**src/design/vrt_pkg.sv**
```systemverilog
// Shared types, codes and sizes for the visit record table.
package vrt_pkg;

	localparam int CAPACITY  = 1024;
	localparam int KEY_BITS  = 64;
	localparam int ADDR_W    = $clog2(CAPACITY);
	localparam int OCC_W     = $clog2(CAPACITY + 1);
	localparam int REMOVED_W = 11;
	localparam int SIZE_W    = 48;
	localparam int TIME_W    = 32;
	localparam int MAX_W     = 11;
	localparam int CFG_IDX_W = 1;
	localparam int CFG_W     = 32;

	// Operation codes
	localparam logic [2:0] MODE_ADD    = 3'd0;
	localparam logic [2:0] MODE_LOOKUP = 3'd1;
	localparam logic [2:0] MODE_AGE    = 3'd2;
	localparam logic [2:0] MODE_HEUR   = 3'd3;
	localparam logic [2:0] MODE_CLEAR  = 3'd4;

	// Result status codes
	localparam logic [1:0] STATUS_OK       = 2'd0;
	localparam logic [1:0] STATUS_FULL     = 2'd1;
	localparam logic [1:0] STATUS_NOTFOUND = 2'd2;

	// Configuration register indexes
	localparam logic [CFG_IDX_W-1:0] CFG_MAX_ENTRIES = 1'd0;
	localparam logic [CFG_IDX_W-1:0] CFG_CHANGE_THR  = 1'd1;

	typedef struct packed {
		logic [2:0]        mode;
		logic [63:0]       fingerprint;
		logic [SIZE_W-1:0] content_size;
		logic              content_known;
		logic [TIME_W-1:0] modified_time;
		logic              modified_known;
		logic [TIME_W-1:0] write_time;
		logic              write_known;
		logic [TIME_W-1:0] now;
		logic [TIME_W-1:0] cutoff;
	} req_t;

	typedef struct packed {
		logic [1:0]           status;
		logic [TIME_W-1:0]    first_seen;
		logic [TIME_W-1:0]    access_time;
		logic [TIME_W-1:0]    access_count;
		logic [TIME_W-1:0]    change_count;
		logic [TIME_W-1:0]    change_time;
		logic [SIZE_W-1:0]    last_size;
		logic [REMOVED_W-1:0] removed_count;
	} rsp_t;

	typedef struct packed {
		logic                valid;
		logic [KEY_BITS-1:0] key;
		logic [TIME_W-1:0]   first_seen;
		logic [TIME_W-1:0]   access_time;
		logic [TIME_W-1:0]   access_count;
		logic [TIME_W-1:0]   change_count;
		logic [TIME_W-1:0]   change_time;
		logic [SIZE_W-1:0]   last_size;
	} entry_t;

	typedef enum logic [3:0] {
		ST_WIPE,
		ST_IDLE,
		ST_DISPATCH,
		ST_SCAN,
		ST_DRAIN,
		ST_APPLY,
		ST_COMMIT,
		ST_HCHECK,
		ST_HTARGET,
		ST_CLEAR,
		ST_FIN
	} state_t;

	typedef enum logic [1:0] {
		KIND_NONE,
		KIND_FIND,
		KIND_SWEEP,
		KIND_MIN
	} scan_kind_t;

	typedef struct packed {
		logic              idle;
		logic              load;
		logic              scan_init;
		logic              rd_en;
		logic              clr_wr;
		logic [ADDR_W-1:0] addr;
		scan_kind_t        kind;
		logic              set_cut;
		logic              set_heur;
		logic              commit;
		logic              apply;
		logic              clear_commit;
		logic              finish;
	} dp_cmd_t;

	typedef struct packed {
		logic [2:0] mode;
		logic       cut_gt;
		logic       over;
		logic       off_zero;
		logic       ac_max;
		logic       rsp_busy;
	} dp_sts_t;

endpackage

```
**src/design/vrt_ctrl.sv**
```systemverilog
// Sequencer for the visit record table: scans, commits and result hand-off.
module vrt_ctrl
	import vrt_pkg::*;
(
	input  logic    clk,
	input  logic    arst_n,
	input  logic    req_valid,
	input  dp_sts_t sts,
	output dp_cmd_t cmd
);

	state_t            state_q, state_d;
	logic [ADDR_W-1:0] scan_q, scan_d;
	scan_kind_t        kind_q, kind_d;
	logic              last;

	assign last = (scan_q == ADDR_W'(CAPACITY - 1));

	// State, scan address and scan kind registers
	always_ff @(posedge clk or negedge arst_n) begin
		if (!arst_n) begin
			state_q <= ST_WIPE;
			scan_q  <= '0;
			kind_q  <= KIND_NONE;
		end else begin
			state_q <= state_d;
			scan_q  <= scan_d;
			kind_q  <= kind_d;
		end
	end

	// Next state and commands
	always_comb begin
		cmd     = '0;
		state_d = state_q;
		scan_d  = scan_q;
		kind_d  = kind_q;
		unique case (state_q)
			ST_WIPE: begin
				cmd.clr_wr = 1'b1;
				cmd.addr   = scan_q;
				if (last) begin
					scan_d  = '0;
					state_d = ST_IDLE;
				end else begin
					scan_d = scan_q + 1'b1;
				end
			end
			ST_IDLE: begin
				cmd.idle = 1'b1;
				if (req_valid) begin
					cmd.load = 1'b1;
					state_d  = ST_DISPATCH;
				end
			end
			ST_DISPATCH: begin
				scan_d = '0;
				case (sts.mode)
					MODE_ADD, MODE_LOOKUP: begin
						cmd.scan_init = 1'b1;
						kind_d        = KIND_FIND;
						state_d       = ST_SCAN;
					end
					MODE_AGE: begin
						if (sts.cut_gt) begin
							cmd.set_cut   = 1'b1;
							cmd.scan_init = 1'b1;
							kind_d        = KIND_SWEEP;
							state_d       = ST_SCAN;
						end else begin
							state_d = ST_FIN;
						end
					end
					MODE_HEUR:  state_d = ST_HCHECK;
					MODE_CLEAR: state_d = ST_CLEAR;
					default:    state_d = ST_FIN;
				endcase
			end
			ST_SCAN: begin
				cmd.rd_en = 1'b1;
				cmd.addr  = scan_q;
				cmd.kind  = kind_q;
				if (last) begin
					scan_d  = '0;
					state_d = ST_DRAIN;
				end else begin
					scan_d = scan_q + 1'b1;
				end
			end
			ST_DRAIN: begin
				unique case (kind_q)
					KIND_FIND:  state_d = (sts.mode == MODE_ADD) ? ST_APPLY : ST_FIN;
					KIND_SWEEP: state_d = ST_COMMIT;
					KIND_MIN:   state_d = ST_HTARGET;
					default:    state_d = ST_FIN;
				endcase
			end
			ST_APPLY: begin
				cmd.apply = 1'b1;
				state_d   = ST_FIN;
			end
			ST_COMMIT: begin
				cmd.commit = 1'b1;
				state_d    = (sts.mode == MODE_AGE) ? ST_FIN : ST_HCHECK;
			end
			ST_HCHECK: begin
				if (!sts.over) begin
					state_d = ST_FIN;
				end else if (!sts.off_zero) begin
					cmd.set_heur  = 1'b1;
					cmd.scan_init = 1'b1;
					kind_d        = KIND_SWEEP;
					state_d       = ST_SCAN;
				end else if (sts.ac_max) begin
					state_d = ST_FIN;
				end else begin
					cmd.scan_init = 1'b1;
					kind_d        = KIND_MIN;
					state_d       = ST_SCAN;
				end
			end
			ST_HTARGET: begin
				cmd.set_heur  = 1'b1;
				cmd.scan_init = 1'b1;
				kind_d        = KIND_SWEEP;
				state_d       = ST_SCAN;
			end
			ST_CLEAR: begin
				cmd.clr_wr = 1'b1;
				cmd.addr   = scan_q;
				if (last) begin
					cmd.clear_commit = 1'b1;
					scan_d           = '0;
					state_d          = ST_FIN;
				end else begin
					scan_d = scan_q + 1'b1;
				end
			end
			ST_FIN: begin
				if (!sts.rsp_busy) begin
					cmd.finish = 1'b1;
					state_d    = ST_IDLE;
				end
			end
			default: state_d = ST_IDLE;
		endcase
	end

endmodule

```
**config.mk**
```make
export PLATFORM = sky130hd
export DESIGN_NAME = vrt_ctrl
export DESIGN_NICKNAME = d
export VERILOG_FILES = /design/src/design/vrt_pkg.sv /design/src/design/vrt_ctrl.sv
export SDC_FILE = /design/constraint.sdc
export NUM_CORES = 1
export LEC_CHECK = 0
export BUFFER_PORTS_ARGS = -buffer_cell sky130_fd_sc_hd__buf_4
export CORE_ASPECT_RATIO = 0.9
export CORE_MARGIN = 2
export CORE_UTILIZATION = 58
export DETAILED_ROUTE_END_ITERATION = 16
export HOLD_SLACK_MARGIN = 0.08
export PLACE_DENSITY = 0.85
export SYNTH_ARGS = -nofsm -noshare
export SYNTH_HDL_FRONTEND = slang
export SYNTH_SLANG_ARGS = --single-unit
```
**constraint.sdc**
```tcl
create_clock -name clk -period 4.41 [get_ports clk]
set_input_delay 0.2205 -clock clk [delete_from_list [all_inputs] [get_ports clk]]
set_output_delay 0.2205 -clock clk [all_outputs]
set_load 0.05 [all_outputs]
```
==> results.txt, run 1 <==
- Status: finished, final reports clean
- The worst path uses 54.6% of the clock period.
- The cell count after synthesis came out at 165.
- Dominant combinational cell family by area after synthesis: simple AND/OR/NAND/NOR gates
- Initial standard-cell utilization of the core: 60.6%
- Post-route standard cell area excluding fillers: 1680 um^2
- Total of warnings raised by yosys: 0
- At the later pin of the worst-skew pair, clock insertion delay measures 0.29 ns.
- Average routed wire per standard cell: 14.6 um
* Xor and xnor area share after synthesis: 1.18%
- IR analysis of the VDD net gives a maximum drop of 0.551 mV.
- At the placement stage, the worst setup path has a slack of 2.32 ns.
- In the post-synthesis netlist, the biggest area contributors are sky130_fd_sc_hd__dfrtp_1, sky130_fd_sc_hd__buf_6, sky130_fd_sc_hd__and2_1.
- The synthesized netlist devotes 25.0% of its cell area to compound gates.
- Time the worst path needs with I/O delays and setup: 2.41 ns
- The mapped netlist covers 1480 um^2.
* Fraction of synthesized cell area taken by the top area cell type: 27.0%
- Number of DRC markers in iteration 0: 62
- Nets: 204
* Per-cell via count in the routed design: 6.21
- Of all flip-flops after synthesis, the portion carrying an async set or reset was 100%.
- Worst-Margin Slew: 0.596 ns
* Grt ovf: 0
- In this run the number of H-tree levels came out at 1.
- Summing the areas of all and, or, nand and nor instances in the mapped netlist gives 32.3% of the synthesized area.
- sky130_fd_sc_hd__dfrtp_1 takes more of the synthesized area than any other cell.
- The number of hold violations in the final report came to 0.
- Most common flop cell mapped by yosys: sky130_fd_sc_hd__dfrtp_1
* FILL cells: 202
- Once detailed placement completed, the half-perimeter wirelength came to 2390 um.
- For this run, the top clock speed supported by timing is 415 MHz.
- Placement Rows: 17
- Relative to the synthesized area, the layout overhead comes to 13.6%.
* PortBufs: 33
- Critical path's top delay family: flip-flops
* Maximum number of pins on one net before global-route repair: 31
- Setup violations remaining at the end of the flow were counted as 0.
- Counting stages on the worst path, the most repeated cell is sky130_fd_sc_hd__buf_4.
- Pin placement for this block handled 34 I/O pins.
- Area share of fa/ha/maj cells after synthesis: 0.845%
- Die width: 57.3 um
* Final total negative setup slack: 0 ns
- Crit path max-delay cell type: sky130_fd_sc_hd__dfrtp_1
* WP data required: 4.19 ns
* Residual DRC: 0
- DRT antenna net count: 0
* Cells along the critical path: o21ba_2, a311oi_2, buf_4, and2_1, buf_4
- PnR Total Power: 1.34 mW
- The via count of the first global-routing pass is 1269.
- Crit path max fanout: 30
- Static power due to leakage: 0.757 nW
- Buffers and inverters on the worst path: 2
- Relative slew margins: 60.2%
- After clock tree synthesis, the clock-pin slew on the worst setup and hold paths is 0.09 ns.
* Buffers from clock root to sink, at most: 2
* DP Area: 1640 um^2
* All-Layer GR Usage: 23.6%
* Type of origin of the critical path: flop
* Share of final-layout standard cells stronger than drive strength 1: 30.4%
* Area of the core: 2450 um^2
- #FFs+latches synth: 16
- Class of the worst hold path: input port to flop
* Number of enable flip-flop cells after synthesis: 0
- Synthesis instantiated 61 different standard cells from the library.
* Number of optimization iterations in the first detailed-route pass: 4
- In this design, the stage delay of the slowest critical-path cell is 0.72 ns.
- Die outline height: 51.9 um
- Buffers inserted during clock tree synthesis total 3.
- Across all layers, the routed design uses 1359 vias.
- Die Area: 2970 um^2
* First-pass GRT wire length: 5550 um
- Proportion of synthesized chip area in sequential cells: 27.0%
- On the final layout, the worst clock skew is 0.00154 ns.
* Number of pins with negative max-slew slack in the final report: 0
- Setup slack of the critical path after layout: 2.00 ns
* Clock root buffer master: sky130_fd_sc_hd__clkbuf_4
- Setup repair after global routing left no endpoint under its margin.
- TritonCTS built the clock tree.
- Net Count, Synth: 177
- Post-CTS timing repair inserted 0 buffers for setup.
- The congestion estimate from routability-driven global placement came to 0.844.
- PD cells: 794 nW/um^2
- ANT cells: 0
- The average instance in the mapped netlist occupies 8.98 um^2.
* Initial antenna violation count: 0
- STA classifies the critical path endpoint as an output port.
- Post-Route WL: 3200 um
- Data arrives at the worst endpoint at 2.19 ns.
- Number of max-cap violations: 0
- CTS sink count: 16
* Critical Setup Path Class: flop to output port
- Fraction of synthesized area in multiplexers: 2.79%
-- state kept, by name, indices dropped and copies added, names as in the netlist --
name / cells
kind_q: 2
scan_q: 10
state_q: 4
-- final timing paths --
check	cells after the start	to	slack, ns	start
max	5	cmd[8]	2.00	state_q[0]
min	2	kind_q[1]	0.27	sts[7]
max reg2reg	4	kind_q[0]	2.30	state_q[1]
min reg2reg	1	scan_q[2]	0.55	scan_q[2]
max in group asynchronous	2	scan_q[3]	3.93	arst_n
min in group asynchronous	2	scan_q[2]	0.31	arst_n
-- synthesized netlist by cell type, drive strengths merged, types with 2 or more instances --
library cell	n
a2111o	2
a211o	2
a211oi	2
a21o	2
a21oi	13
a22o	2
a31o	2
a31oi	4
and2	14
and2b	2
and3	4
buf	10
clkbuf	3
dfrtp	16
inv	7
mux2i	3
nand2	10
nand2b	8
nand3	6
nand3b	2
nor2	5
nor3	7
nor3b	2
nor4b	2
o22ai	2
o31ai	4
o32a	3
or4b	2
-- repair_timing --
action | in CTS | in global routing
endpoints found under the hold margin | 16 | 0
hold buffers | 1 | 0
resized for setup | 0 | 0
-- per-layer routing --
layer,part of all wire (%),vias to the layer above,global-route usage [%]
li1,-,675,-
met1,44,616,30.7
met2,48,59,38.7
met3,5.6,9,1.99
met4,2.1,0,13.6
met5,0,-,0
-- kinds of logic (layout without fill, tap and decap cells) --
logic type,after synthesis,count (layout)
AO/OA/AOI/OAI,48,48
XOR/XNOR,2,2
adder cells (fa/ha/maj),1,1
buffers and inverters,20,46
flip-flops,16,16
multiplexers,4,4
AND/OR/NAND/NOR,74,74
-- where the power goes --
part | total (mW) | switching, mW | internal, mW | leakage [nW]
clock | 0.0967 | 0.0463 | 0.0503 | 0.0210
combinational | 0.925 | 0.553 | 0.372 | 0.534
sequential | 0.314 | 0.120 | 0.194 | 0.202
-- metrics by stage --
| stage | instances | util (%) | hold slack (ns) |
|---|---|---|---|
| 6_report | 219 | 68.8 | 0.270 |
| 5_1_grt | 219 | 68.8 | 0.275 |
| 4_1_cts | 219 | 68.8 | 0.258 |
| 3_5_place_dp | 214 | 66.9 | 0.0878 |
| 3_3_place_gp | 214 | 66.9 | 0.0893 |
| 2_1_floorplan | 165 | - | -0.0751 |
-- cell usage in the layout (no fill, tap or decap), types with 5 or more instances in the layout --
cell	n
sky130_fd_sc_hd__a21oi_1	12
sky130_fd_sc_hd__nor3_1	7
sky130_fd_sc_hd__inv_1	7
sky130_fd_sc_hd__and2_1	12
sky130_fd_sc_hd__nand3_1	6
sky130_fd_sc_hd__buf_4	34
sky130_fd_sc_hd__nor2_1	5
sky130_fd_sc_hd__dfrtp_1	16
sky130_fd_sc_hd__nand2_1	9
sky130_fd_sc_hd__nand2b_1	7
-- area by class of cell --
type                    count  area (um^2)  share of cell area (%)
well taps                  28         35.0                    2.08
inverters                   7         26.3                    1.56
clock buffers               4         36.3                    2.16
repair buffers             35          265                    15.8
flip-flops and latches     16          400                    23.8
multi-input cells         129          920                    54.6
Power figures use the tool's default switching activity.
==> inputs of run 2 (changes only) <==
- CORE_UTILIZATION: 58 -> 49
- PLACE_DENSITY: 0.85 -> 0.76
- clock period: 4.41 -> 2.05 ns (I/O delays scaled with it)
==> run 2 against run 1 <==
Against the previous run: clock skew increased by 0.00066 ns; highest routed layer unchanged; die area increased by 17%; clock power grew 130%; via count rose by 13%; sequential power grew 82%; power grew to 2.7 times the previous value; design area up 19%; worst hold slack worse by 0.12 ns; non-clock buffer count is 24 higher; core utilization up 2.6 points; combinational power rose to 3.0 times the previous value.
==> results.txt, run 2 (synthesized netlist as in run 1, its figures left out) <==
- Buffers from clock root to sink, at most: 2 (unchanged)
- The headroom to the max-slew limit is 60.8% (was 60.2%).
- The initial standard-cell utilization of the core is 52.6% (was 60.6%).
- ANT cells: 0 (unchanged)
* Clock slew at the register clock pins of the worst setup and hold paths: 0.10 ns (was 0.09 ns)
* Area of the core: 2820 um^2 (was 2450 um^2)
- Routability Congestion: 0.842 (was 0.844)
* All-Layer GR Usage: 25.2% (was 23.6%)
* Residual DRC: 0 (unchanged)
- The count of max-cap constraint violations came to 0 (unchanged).
- First-pass GRT wire length: 6710 um (was 5550 um)
* Area growth syn-to-layout: 35.7% (was 13.6%)
* DRT antenna net count: 0 (unchanged)
- Counting I/O delays and the setup requirement, the final critical path takes 2.02 ns.
- The leakage power came to 0.904 nW (was 0.757 nW).
- Vias in the first global route: 1400 (was 1269)
* Status: finished, final reports clean (unchanged)
- The number of hold violations in the final report came to 0 (unchanged).
* Die width: 62.0 um (was 57.3 um)
- Grt ovf: 0 (unchanged)
- Max Clock Skew: 0.00220 ns (was 0.00154 ns)
- The data arrival time at the worst-slack endpoint came to 1.92 ns (was 2.19 ns).
- The highest ir drop seen on vdd was 1.19 mV (was 0.551 mV).
- CTS buffer count: 3 (unchanged)
- Share of final-layout standard cells stronger than drive strength 1: 44.7% (was 30.4%)
- Sort of element at the end of the critical path: output port (unchanged)
- Fraction of the cycle the final worst path needs: 98.7%
* Critical Setup Path Class: flop to output port (unchanged)
- Max Fclk: 494 MHz
* Initial antenna violation count: 0 (unchanged)
- Number of flip-flops under the largest register name: 10 (unchanged)
- The worst hold-check path type is input port to flop (unchanged).
* Average routed wire per standard cell: 16.8 um (was 14.6 um)
- Number of DRC markers in iteration 0: 99 (was 62)
- The clock latency reported for the late side of the worst-skew pair came to 0.30 ns (was 0.29 ns).
- Placement Rows: 18 (was 17)
- Final number of setup-violating endpoints: 0 (unchanged)
- The via density per instance came to 6.00 (was 6.21).
- The count of boundary I/O pins is 34 (unchanged).
* Number of vias after detailed routing: 1529 (was 1359)
* Total number of H-tree levels: 1 (unchanged)
* Registers with the most flip-flops: scan_q x10, state_q x4, kind_q x2 (unchanged)
- Clock root buffer master: sky130_fd_sc_hd__clkbuf_4 (unchanged)
- Worst-Margin Slew: 0.574 ns (was 0.596 ns)
- Crit path max fanout: 8 (was 30)
* Number of pins with negative max-slew slack in the final report: 0 (unchanged)
* Worst hold slack: 0.150 ns (was 0.270 ns)
- Number of optimization iterations in the first detailed-route pass: 4 (unchanged)
- CTS sink count: 16 (unchanged)
- RSZ-0062 raised after global routing: true (was false).
- Most frequent cells in the layout: sky130_fd_sc_hd__buf_4, sky130_fd_sc_hd__and2_1, sky130_fd_sc_hd__a21oi_1, sky130_fd_sc_hd__dfrtp_1, sky130_fd_sc_hd__nand2_1 (was sky130_fd_sc_hd__buf_4, sky130_fd_sc_hd__dfrtp_1, sky130_fd_sc_hd__and2_1, sky130_fd_sc_hd__a21oi_1, sky130_fd_sc_hd__nand2_1).
- The overall die area came to 3480 um^2 (was 2970 um^2).
- Most common library cell in the layout ignoring fill and taps: sky130_fd_sc_hd__buf_4 (unchanged)
- The detailed-route wire length came to 4280 um (was 3200 um).
- Nets: 228 (was 204)
* TritonCTS clock tree: built (unchanged)
- The critical path required time was 1.95 ns (was 4.19 ns).
- Post-route standard cell area excluding fillers: 2010 um^2 (was 1680 um^2)
* HPWL Detailed: 2940 um (was 2390 um)
- Type of origin of the critical path: flop (unchanged)
- PortBufs: 33 (unchanged)
- The pin count of the biggest net entering global routing is 31 (unchanged).
* Largest Register: scan_q (unchanged)
* PD cells: 1780 nW/um^2 (was 794 nW/um^2)
* DP Area: 1770 um^2 (was 1640 um^2)
- Die outline height: 56.2 um (was 51.9 um)
-- run 2: timing repair --
item / 4_1_cts / 5_1_grt
setup endpoints to repair: 12 / 14
gates cloned: 0 / 1
hold buffers: 1 / 0
pin swaps: 0 / 6
setup buffers: 5 / 6
gates resized for setup: 8 / 15
hold endpoints to repair: 16 / 0
-- run 2: cell type report --
type / instances / area, um^2
fill: 226 / 805
tap: 40 / 50.0
multi-input combinational: 129 / 1000
inverter: 7 / 26.3
timing repair buffer: 59 / 489
sequential: 16 / 407
clock buffer: 4 / 36.3
-- run 2: layer usage --
metal	part of all wire, %	vias to the layer above	GRT usage, %
met4	0.35	0	4.56
met5	0	-	0
met1	46	741	39.9
li1	-	722	-
met2	47	64	35.9
met3	6.4	2	3.72
-- run 2: critical path: stages (launching register included) --
cell and delay (ns):
sky130_fd_sc_hd__dfrtp_2 0.48, sky130_fd_sc_hd__or4b_4 0.53, sky130_fd_sc_hd__buf_6 0.15, sky130_fd_sc_hd__nor4b_4 0.26
sky130_fd_sc_hd__buf_6 0.19
-- run 2: path summary, 6_finish.rpt --
check | from | to | slack [ns] | cells past startpoint
min in group asynchronous | arst_n | scan_q[5] | 0.20 | 2
hold / removal | sts[6] | kind_q[1] | 0.15 | 2
hold reg to reg | scan_q[9] | scan_q[9] | 0.56 | 1
setup reg to reg | scan_q[0] | scan_q[9] | 0.04 | 6
max in group asynchronous | arst_n | state_q[0] | 1.65 | 2
setup / recovery | state_q[3] | cmd[5] | 0.03 | 4
-- run 2: report_power, final --
group | internal (mW) | switching [mW]
logic | 1.25 | 1.54
registers | 0.429 | 0.141
clock network | 0.108 | 0.113
total | 1.78 | 1.80
-- run 2: per-stage QoR --
step	total power, mW	TNS (ns)	std cells	setup slack, ns	util (%)
after global routing	3.82	-0.0920	255	-0.0397	71.4
after CTS	3.24	-0.00631	248	-0.00631	66.8
final	3.58	0	255	0.0273	71.4
after detailed placement	2.91	0	238	0.148	62.9
after floorplan	2.39	-0.0613	165	-0.0613	-
after global placement	2.87	0	238	0.185	62.9
